### src/rtl/masked_key_pair_counter_defines.svh
// Assertion helpers for the top-level file, which checks this block with them.
`ifndef MASKED_KEY_PAIR_COUNTER_DEFINES_SVH
`define MASKED_KEY_PAIR_COUNTER_DEFINES_SVH

// Condition in the same cycle implies a consequence in the same cycle.
`define MKPC_ASSERT_NOW(lbl, ante, cons, msg) \
    lbl: assert property (@(posedge aclk) disable iff (!aresetn) (ante) |-> (cons)) \
        else $error(msg);

// Condition in this cycle implies a consequence in the next cycle.
`define MKPC_ASSERT_NEXT(lbl, ante, cons, msg) \
    lbl: assert property (@(posedge aclk) disable iff (!aresetn) (ante) |=> (cons)) \
        else $error(msg);

`endif

### src/rtl/mkpc_pkg.sv
`default_nettype none
package mkpc_pkg;
    localparam int TABLE_SIZE = 4096;
    localparam int IDX_W      = $clog2(TABLE_SIZE);
    localparam int FIELD_BITS = 30;
    localparam int NUM_FIELDS = 6;
    localparam int CNT_W      = 13;
    localparam int PAIR_W     = 23;
    localparam int STEP_W     = 3;
    localparam int QDEPTH     = 2;
    localparam int QPTR_W     = $clog2(QDEPTH);

    localparam logic [14:0]       HASH_MULT = 15'd23333;
    localparam logic [CNT_W-1:0]  COUNT_MAX = {CNT_W{1'b1}};
    localparam logic [PAIR_W-1:0] PAIR_MAX  = {PAIR_W{1'b1}};

    localparam logic       REQ_INSERT = 1'b0;
    localparam logic       REQ_FINISH = 1'b1;
    localparam logic [1:0] STATUS_INSERTED = 2'd0;
    localparam logic [1:0] STATUS_FULL     = 2'd1;
    localparam logic [1:0] STATUS_REPORT   = 2'd2;

    typedef logic [NUM_FIELDS-1:0][FIELD_BITS-1:0] rec_t;

    typedef struct packed {
        logic             req_type;
        rec_t             fld;
        logic [IDX_W-1:0] hash;
    } qent_t;
endpackage
`default_nettype wire

### src/rtl/mkpc_fifo.sv
`default_nettype none
module mkpc_fifo (
    input  wire logic             aclk,
    input  wire logic             aresetn,
    input  wire logic             wr,
    input  wire mkpc_pkg::qent_t  wdata,
    output logic                  full,
    input  wire logic             rd,
    output mkpc_pkg::qent_t       rdata,
    output logic                  valid
);
    mkpc_pkg::qent_t                 buf_reg [mkpc_pkg::QDEPTH];
    logic [mkpc_pkg::QPTR_W-1:0]     wp_reg, rp_reg;
    logic [mkpc_pkg::QPTR_W:0]       cnt_reg;

    assign full  = cnt_reg == (mkpc_pkg::QPTR_W+1)'(mkpc_pkg::QDEPTH);
    assign valid = cnt_reg != '0;
    assign rdata = buf_reg[rp_reg];

    always_ff @(posedge aclk) begin
        if (!aresetn) begin
            wp_reg  <= '0;
            rp_reg  <= '0;
            cnt_reg <= '0;
        end else begin
            if (wr) wp_reg <= wp_reg + mkpc_pkg::QPTR_W'(1);
            if (rd) rp_reg <= rp_reg + mkpc_pkg::QPTR_W'(1);
            if (wr && !rd) cnt_reg <= cnt_reg + (mkpc_pkg::QPTR_W+1)'(1);
            else if (rd && !wr) cnt_reg <= cnt_reg - (mkpc_pkg::QPTR_W+1)'(1);
        end
    end

    always_ff @(posedge aclk) begin
        if (wr) buf_reg[wp_reg] <= wdata;
    end
endmodule
`default_nettype wire

### config.mk
export PLATFORM = sky130hd
export DESIGN_NAME = mkpc_fifo
export DESIGN_NICKNAME = d
export VERILOG_FILES = /design/src/rtl/masked_key_pair_counter_defines.svh /design/src/rtl/mkpc_pkg.sv /design/src/rtl/mkpc_fifo.sv
export SDC_FILE = /design/constraint.sdc
export NUM_CORES = 1
export LEC_CHECK = 0
export BUFFER_PORTS_ARGS = -buffer_cell sky130_fd_sc_hd__buf_4
export CORE_MARGIN = 4
export CORE_UTILIZATION = 45
export CTS_BUF_LIST = sky130_fd_sc_hd__clkbuf_4
export CTS_CLUSTER_SIZE = 8
export DETAILED_ROUTE_END_ITERATION = 6
export PLACE_DENSITY = 0.82
export SYNTH_ARGS = -nofsm -noshare
export SYNTH_HDL_FRONTEND = slang
export SYNTH_SLANG_ARGS = --single-unit
### constraint.sdc
create_clock -name aclk -period 13.5 [get_ports aclk]
set_clock_uncertainty 0.05 [all_clocks]
set_input_delay 2.7 -clock aclk [delete_from_list [all_inputs] [get_ports aclk]]
set_output_delay 2.7 -clock aclk [all_outputs]
set_load 0.005 [all_outputs]
==> reports/summary.txt <==
Status: completed
Combinational share of power: 10.9%
Setup TNS: 0 ns
YS warnings: 0
Yosys cell types: 18
Cell Count, Final, Fillers Out: 1567
Max_cap viols: 0
WL final: 30600 µm
Critical-path cell list: buf_4, mux2_2, buf_4
RSZ-0062 raised after global routing: no
Syn Inst Count: 622
Core region area: 0.0308 mm²
Clk pwr share: 35.5%
Hold crit path type: flop to flop
Die W: 186 µm
Root Driver: clkbuf_4
Internal power: 0.00208 W
Final net count: 1296
Post-synth top area share: 81.6%
Syn Area/Cell: 22.8 µm²
Synth area leaders: edfxtp_1 (82%), mux2_2 (15%), buf_6 (1.3%)
Chip height: 186 µm
HPWL after detailed placement: 20000 µm
1st-iter DRT viols: 382
Slew @ Worst Pin: 1.13 ns
Post-layout util: 60.7%
VDD IR max: 0.0000917 V
Inserted Clock Buffers: 99
CTS Hold Bufs: 0
Slew HR: 24.9%
Hold Fails Final Rpt: 0
Critical Path AT: 2.92 ns
Clock latency on the worst-skew pair: 0.68 ns
DIE AREA: 0.0345 mm²
Overall Global Routing Usage: 17.2%
DR vias: 7703
Detailed-router iteration count before antenna repair: 4
CTS tree: built
Crit path max fanout: 78
Routed wire length per instance: 19.6 µm
Share of synthesized registers carrying an async set or reset: 0%
Final period util: 42.0%
Fin crit period: 5.67 ns
Setup Viol. Count Final: 0
Sequential share of power: 53.6%
Final Max Tran Viols: 0
Max reg flops: 386
FMAX: 0.176 GHz
Clk sink count: 391
Worst Setup End Kind: output port
Post-Syn Area: 0.0142 mm²
Share of cells above drive strength 1: 63.9%
I/O Buffers: 391
Switch share: 21.9%
Initial antenna violation count: 2
Yosys top cell by area: edfxtp_1
H-tree levels: 3
Mapped Nets: 820
Total grt overflow: 0
ANT nets after route: 0
Resize count post-CTS: 0
Post-synthesis sequential area ratio: 82.3%
EDFF count, synth: 386
Critical Path Start Type: flop
Vias in the first global route: 8399
Synth Flop Type: edfxtp_1
Required time of the critical path: 10.75 ns
Largest net degree at the start of global routing: 195
Area growth from synthesis to layout: 31.7%
First-pass GRT wire length: 45700 µm
Bufs on Longest Clock Path: 3
Final Power: 0.00266 W
Power per Cell Area: 142 mW/mm²
Count leader, synth: edfxtp_1
Placed cells: 1393
Setup Buffers After CTS: 0
# rows: 64
Critical path class: flop to output port
Vias per cell: 4.92
Static Leak: 7.09 nW
Sw Pwr: 0.000583 W
DRC viols: 0
Final GP Congestion: 0.758
Initial Utilization: 46.1%
Crit path top cell by count: buf_4
Worst-path clk slew: 0.06 ns
IO Pins: 392
Slowest cell delay on critical path: 0.86 ns
CP max-delay cell: buf_4
Leading cell types by count after synthesis: edfxtp_1 (386), mux2_2 (193), buf_6 (17)
Worst Hold Slack: 0.479 ns
Number of synthesized register bits: 391
==> path summary, 6_finish.rpt <==
| path | startpoint | slack (ns) | cells past startpoint | end |
|---|---|---|---|---|
| worst max register to register | wp_reg$_SDFFE_PN0P_ | 11.06 | 2 | buf_reg[1][160]$_DFFE_PP_ |
| worst min register to register | cnt_reg[1]$_SDFFE_PN0P_ | 0.48 | 2 | cnt_reg[1]$_SDFFE_PN0P_ |
| worst max-delay path | flop | 7.83 | 3 | rdata[153] |
| worst min-delay path | cnt_reg[1]$_SDFFE_PN0P_ | 0.48 | 2 | cnt_reg[1]$_SDFFE_PN0P_ |
==> power by group through the flow <==
stage / clock (W) / sequential (W) / combinational (W)
2_1_floorplan: 0 / 0.00145 / 0.000133
5_1_grt: 0.00106 / 0.00143 / 0.000313
3_5_place_dp: 0 / 0.00145 / 0.000293
6_report: 0.000944 / 0.00142 / 0.000291
4_1_cts: 0.000982 / 0.00143 / 0.000296
3_3_place_gp: 0 / 0.00145 / 0.000287
==> cell type report <==
class,instances,area (µm²)
well taps,396,495
flip-flops and latches,391,11700
repair buffers,396,2990
inverters,1,3.75
multi-input cells,209,2300
fillers,2220,12100
diodes,2,5.00
clock buffers,149,1120
clock inverters,23,106
==> critical path, delay by kind of cell, from the launching register on <==
| family | cells | cell delay (ns) |
|---|---|---|
| buffers and inverters | 2 | 1.00 |
| flip-flops | 1 | 0.71 |
| multiplexers | 1 | 0.44 |
==> cells in the final DEF (no fill, tap or decap), types with 2 or more instances in the layout <==
cell type and count:
diode_2 2, edfxtp_1 386, buf_4 395, dfxtp_1 4, clkbuf_4 149, and2_1 3
xor2_1 2, clkinv_4 3, mux2_2 193, clkinv_1 18
==> kinds of logic (layout without fill, tap and decap cells) <==
group	count (synthesis)	in the layout	synth area share [%]
flops	391	391	82.3
mux	193	193	15.3
buf+inv	22	569	1.55
simple gates	9	9	0.405
compound gates	3	3	0.141
xor+xnor	3	3	0.185
fa+ha+maj	1	1	0.0881
other cells	0	2	0
==> per-layer routing <==
layer	track usage (%)	routed length (µm)	up-vias
met5	0	0	-
met4	8.45	1180	0
met3	6.37	2920	80
met2	30.0	15900	344
met1	18.3	10600	3765
li1	-	-	3514
==> per-stage QoR <==
step | setup WS, ns | cell area, µm²
after floorplan | 1.61 | 14200
after global placement | 8.52 | 17500
after detailed placement | 8.51 | 17500
after CTS | 7.74 | 18700
after global routing | 7.63 | 18700
final | 7.83 | 18700
No activity file was read; power rests on OpenSTA's default activity.
