==> src/rtl/masked_key_pair_counter_defines.svh <==
// Assertion helpers for the top-level file, which checks this block with them.
`ifndef MASKED_KEY_PAIR_COUNTER_DEFINES_SVH
`define MASKED_KEY_PAIR_COUNTER_DEFINES_SVH

// Condition in the same cycle implies a consequence in the same cycle.
`define MKPC_ASSERT_NOW(lbl, ante, cons, msg) \
    lbl: assert property (@(posedge aclk) disable iff (!aresetn) (ante) |-> (cons)) \
        else $error(msg);

// Condition in this cycle implies a consequence in the next cycle.
`define MKPC_ASSERT_NEXT(lbl, ante, cons, msg) \
    lbl: assert property (@(posedge aclk) disable iff (!aresetn) (ante) |=> (cons)) \
        else $error(msg);

`endif

==> src/rtl/mkpc_pkg.sv <==
`default_nettype none
package mkpc_pkg;
    localparam int TABLE_SIZE = 4096;
    localparam int IDX_W      = $clog2(TABLE_SIZE);
    localparam int FIELD_BITS = 30;
    localparam int NUM_FIELDS = 6;
    localparam int CNT_W      = 13;
    localparam int PAIR_W     = 23;
    localparam int STEP_W     = 3;
    localparam int QDEPTH     = 2;
    localparam int QPTR_W     = $clog2(QDEPTH);

    localparam logic [14:0]       HASH_MULT = 15'd23333;
    localparam logic [CNT_W-1:0]  COUNT_MAX = {CNT_W{1'b1}};
    localparam logic [PAIR_W-1:0] PAIR_MAX  = {PAIR_W{1'b1}};

    localparam logic       REQ_INSERT = 1'b0;
    localparam logic       REQ_FINISH = 1'b1;
    localparam logic [1:0] STATUS_INSERTED = 2'd0;
    localparam logic [1:0] STATUS_FULL     = 2'd1;
    localparam logic [1:0] STATUS_REPORT   = 2'd2;

    typedef logic [NUM_FIELDS-1:0][FIELD_BITS-1:0] rec_t;

    typedef struct packed {
        logic             req_type;
        rec_t             fld;
        logic [IDX_W-1:0] hash;
    } qent_t;
endpackage
`default_nettype wire

==> src/rtl/mkpc_front.sv <==
`default_nettype none
module mkpc_front (
    input  wire logic                                aclk,
    input  wire logic                                aresetn,
    input  wire logic [mkpc_pkg::NUM_FIELDS-1:0]     key_mask,
    input  wire logic                                s_tvalid,
    output logic                                     s_tready,
    input  wire logic                                s_req_type,
    input  wire mkpc_pkg::rec_t                      s_fld,
    output logic                                     q_wr,
    output mkpc_pkg::qent_t                          q_wdata,
    input  wire logic                                q_full
);
    logic                               busy_reg;
    logic [mkpc_pkg::STEP_W-1:0]        step_reg;
    logic [mkpc_pkg::IDX_W-1:0]         hash_reg, hash_next;
    logic                               req_reg;
    mkpc_pkg::rec_t                     fld_reg;
    logic [mkpc_pkg::IDX_W+14:0]        prod;
    logic [mkpc_pkg::FIELD_BITS-1:0]    cur_fld;
    logic                               cur_bit;
    logic                               done;

    assign s_tready = !busy_reg;

    always_comb begin
        cur_fld = '0;
        cur_bit = 1'b0;
        for (int j = 0; j < mkpc_pkg::NUM_FIELDS; j++) begin
            if (step_reg == mkpc_pkg::STEP_W'(j)) begin
                cur_fld = fld_reg[j];
                cur_bit = key_mask[j];
            end
        end
        // Table size is a power of two, so the modulo is the low index bits.
        prod      = {15'd0, hash_reg} * {{mkpc_pkg::IDX_W{1'b0}}, mkpc_pkg::HASH_MULT};
        hash_next = prod[mkpc_pkg::IDX_W-1:0];
        if (cur_bit) begin
            hash_next = hash_next + cur_fld[mkpc_pkg::IDX_W-1:0] + mkpc_pkg::IDX_W'(1);
        end
    end

    assign done = busy_reg && (req_reg == mkpc_pkg::REQ_FINISH ||
                               step_reg == mkpc_pkg::STEP_W'(mkpc_pkg::NUM_FIELDS));
    assign q_wr = done && !q_full;
    assign q_wdata = '{req_type: req_reg, fld: fld_reg, hash: hash_reg};

    always_ff @(posedge aclk) begin
        if (!aresetn) begin
            busy_reg <= 1'b0;
        end else if (s_tvalid && s_tready) begin
            busy_reg <= 1'b1;
        end else if (q_wr) begin
            busy_reg <= 1'b0;
        end
    end

    always_ff @(posedge aclk) begin
        if (s_tvalid && s_tready) begin
            req_reg  <= s_req_type;
            fld_reg  <= s_fld;
            hash_reg <= '0;
            step_reg <= '0;
        end else if (busy_reg && !done) begin
            hash_reg <= hash_next;
            step_reg <= step_reg + mkpc_pkg::STEP_W'(1);
        end
    end
endmodule
`default_nettype wire

==> config.mk <==
export PLATFORM = sky130hd
export DESIGN_NAME = mkpc_front
export DESIGN_NICKNAME = d
export VERILOG_FILES = /design/src/rtl/masked_key_pair_counter_defines.svh /design/src/rtl/mkpc_pkg.sv /design/src/rtl/mkpc_front.sv
export SDC_FILE = /design/constraint.sdc
export NUM_CORES = 1
export LEC_CHECK = 0
export ABC_AREA = 1
export BUFFER_PORTS_ARGS = -buffer_cell sky130_fd_sc_hd__buf_2
export CAP_MARGIN = 15
export CORE_AREA = 3 3 149 151
export CTS_CLUSTER_DIAMETER = 80
export DETAILED_ROUTE_END_ITERATION = 12
export DIE_AREA = 0 0 152 154
export PLACE_DENSITY = 0.7
export SKIP_CTS_REPAIR_TIMING = 1
export SYNTH_ARGS = -nofsm -noshare
export SYNTH_HDL_FRONTEND = slang
export SYNTH_SLANG_ARGS = --single-unit
export TNS_END_PERCENT = 1
==> constraint.sdc <==
create_clock -name aclk -period 8.9 [get_ports aclk]
set_clock_uncertainty 0.05 [all_clocks]
set_input_delay 0 -clock aclk [delete_from_list [all_inputs] [get_ports aclk]]
set_output_delay 0 -clock aclk [all_outputs]
set_load 0.05 [all_outputs]
==> flow_summary.json <==
{
  "status": "completed",
  "cp_common_cell": "ha_1",
  "hold_viol_final": 0,
  "die_w_um": 152,
  "clock-sinks": 197,
  "clockRootBuffer": "clkbuf_16",
  "syn_avg_cell_area_um2": 13.3,
  "drv_cap": 0,
  "ys_ff_latch": 197,
  "placeableCoreArea_um2": 21000,
  "synth_area_um2": 8310,
  "post-route-drc-count": 0,
  "power.total_mw": 2.80,
  "seq_power_share_pct": 40.1,
  "grt_pass1_vias": 6425,
  "slew_headroom_pct": 22.3,
  "p_int_mw": 1.77,
  "wirelength_um": 30200,
  "ys_seq_area_share_pct": 69.2,
  "power_frac_comb_pct": 31.1,
  "grt_pass1_wl_um": 38400,
  "synth_fp_nets": 872,
  "wire_per_inst_um": 20.2,
  "peakVddDrop_v": 0.000164,
  "ctsLongestPathBuffers": 2,
  "rr_startpoint": "hash_reg[6]",
  "start_util_pct": 39.7,
  "p_leak_nw": 5.95,
  "first_pass_iters": 5,
  "startpoint_type": "flop",
  "drive_gt1_share_pct": 35.4,
  "finalNonFillerCells": 1494,
  "holdWs_ns": 0.0450,
  "cts_tree": "yes",
  "largest_register_ffs": 180,
  "cp-startpoint": "hash_reg[6]",
  "hold_start": "key_mask[5]",
  "die_h_um": 154,
  "yosysTopAreaCell": "edfxtp_1",
  "worstPathArrival_ns": 4.51,
  "synthCells": 625,
  "clkSlewWorstSetupHoldPaths_ns": 0.08,
  "slew_violations": 0,
  "rsz0062_at_grt": "false",
  "ys_warn_count": 0,
  "finish.instance_area_um2": 13000,
  "antenna_found_initial": 5,
  "endpoint_kind": "flop",
  "grt_use_total_pct": 22.0,
  "sw_frac_of_total_pct": 36.9,
  "yosysTopAreaCellShare_pct": 65.4,
  "hp-class": "in -> reg",
  "synth_cell_types": 34,
  "path_delay_family": "adder cells",
  "numPortBuffers": 385,
  "pwr-share-clk_pct": 28.8,
  "placedCellCount": 1272,
  "grt_max_degree": 196,
  "switching_power_mw": 1.03,
  "htreeDepth": 4,
  "setup_viol": 0,
  "row_count": 53,
  "power-per-cell-area_nw_per_um2": 215,
  "route.vias.total": 7166,
  "cp_num_buf_inv": 3,
  "post-route-period-util_pct": 48.2,
  "critPathSlowestCell": "fa_1",
  "dp_hpwl_um": 20800,
  "place_area_um2": 10500,
  "crit_chain": "ha_1, ha_1, fa_1, fa_1, ha_1, nand2_1, inv_1, nand2_1, nand3_1, xor2_1, inv_1, ha_1, inv_1, nor3_1, o21ai_0, nand3_1, xor2_1, nand2_1, nand3_1, a21oi_1",
  "max_slew.worst_pin.slew_ns": 1.16,
  "worst_skew_pair.late_latency_ns": 0.44,
  "via_per_inst": 4.80,
  "fin_tns_setup_ns": 0,
  "initialDrtViolationCount": 377,
  "num-fill-cells": 1645,
  "ioPinCount": 386,
  "die-area_um2": 23400,
  "grt.overflow.total": 0,
  "critPathKind": "reg -> reg",
  "crit_path_max_incr_delay_ns": 0.50,
  "fin_util_pct": 62.1,
  "place_congestion": 0.842,
  "syn_to_final_growth_pct": 56.6,
  "critPathMaxFanout": 5,
  "ant_nets": 0,
  "post-place-ws_ns": 4.61,
  "nets": 1447,
  "fmax_mhz": 233,
  "synth_area_leaders": "edfxtp_1 65%, ha_1 6.9%, nand2_1 5.3%, dfxtp_1 3.9%, inv_1 2.9%",
  "cts_buffers": 17,
  "required_ns": 9.12,
  "post-route-worst-setup-slack_ns": 4.61,
  "period_minus_slack_ns": 4.29
}
## power groups by stage
stage	registers [mW]	clock network (mW)	logic, mW
floorplan	1.35	0	0.383
global placement	1.14	0	0.793
detailed placement	1.14	0	0.799
CTS	1.12	0.823	0.804
global route	1.13	0.853	0.955
finish	1.12	0.807	0.870
## tightest hold or removal path, stage by stage
cell	delay, ns
buf_2	0.09
nor2_1	0.13
a21oi_1	0.11
nand3_1	0.08
a21oi_1	0.06
## metal layers
metal | wire length [µm] | GRT usage [%] | part of all wire (%)
met5 | 0 | 0 | 0
met4 | 677 | 7.62 | 2.2
met3 | 2840 | 9.82 | 9.4
met2 | 16500 | 39.7 | 55
met1 | 10100 | 22.9 | 34
## path summary, 6_finish.rpt
kind / depth (start not counted) / slack [ns] / to
hold / removal: 5 / 0.05 / hash_reg[1]
hold reg to reg: 2 / 0.48 / hash_reg[8]
setup / recovery: 20 / 4.61 / hash_reg[10]
setup reg to reg: 20 / 4.61 / hash_reg[10]
## layout by cell type, fill, tap and decap left out, types with 2 or more instances in the layout
master         Yosys  routed
xnor2_1            3       3
clkbuf_16          0      17
buf_2              4     385
nand3b_1           3       3
nor3_1             4       4
inv_1             64      64
or2_2              2       2
nand2_1          117     117
o211ai_1          12      12
edfxtp_1         181     181
nand2_2            2       2
a22oi_1           10      10
dlygate4sd3_1      0     184
o21bai_1           3       3
diode_2            0       6
inv_12             0       3
o21ai_0           21      21
inv_8              0       4
o22ai_1            3       3
nand3_1           28      28
xor2_1            12      12
nor2_2             2       2
ha_1              46      46
inv_6              0       2
dfxtp_1           16      16
clkinv_8           0       4
nor2_1            21      20
a31oi_1           13      13
nand2_4            2       2
a21oi_1           29      29
fa_1              10      10
## cells in the mapped netlist
library cell	n
o21ai_0	21
nand2_1	117
nand2_2	2
xor2_1	12
or2_2	2
mux2i_1	1
xnor2_1	3
o21ai_1	1
fa_1	10
nand3_1	28
nand4_1	1
buf_1	1
buf_4	1
buf_6	1
clkinv_1	1
o211ai_1	12
nor2_1	21
nor3_1	4
inv_4	1
a22oi_1	10
a31oi_1	13
nand3b_1	3
o21bai_1	3
nor2_2	2
ha_1	46
buf_2	4
a21oi_1	29
o22ai_1	3
clkbuf_1	8
nand2_4	2
dfxtp_1	16
or2_0	1
inv_1	64
edfxtp_1	181
## area by class of cell
type                    instances  area [µm²]  area share, %
diodes                          6        15.0          0.115
clock buffers                  17         425           3.27
clock inverters                15         190           1.46
inverters                      66         250           1.92
multi-input cells             347        2240           17.2
flip-flops and latches        197        5760           44.2
well taps                     275         344           2.64
repair buffers                571        3800           29.2
## logic make-up (layout without fill, tap and decap cells)
| family | Yosys count | after routing | synth area share, % |
|---|---|---|---|
| buffers and inverters | 81 | 669 | 3.88 |
| xor gates and xnor gates | 15 | 15 | 1.58 |
| adders and majority gates | 56 | 56 | 9.33 |
| muxes | 1 | 1 | 0.120 |
| other | 0 | 6 | 0 |
| AOI/OAI and AO/OA | 92 | 92 | 6.53 |
| and+or+nand+nor | 183 | 183 | 9.30 |
| DFF | 197 | 197 | 69.2 |
Power figures use the tool's default switching activity.
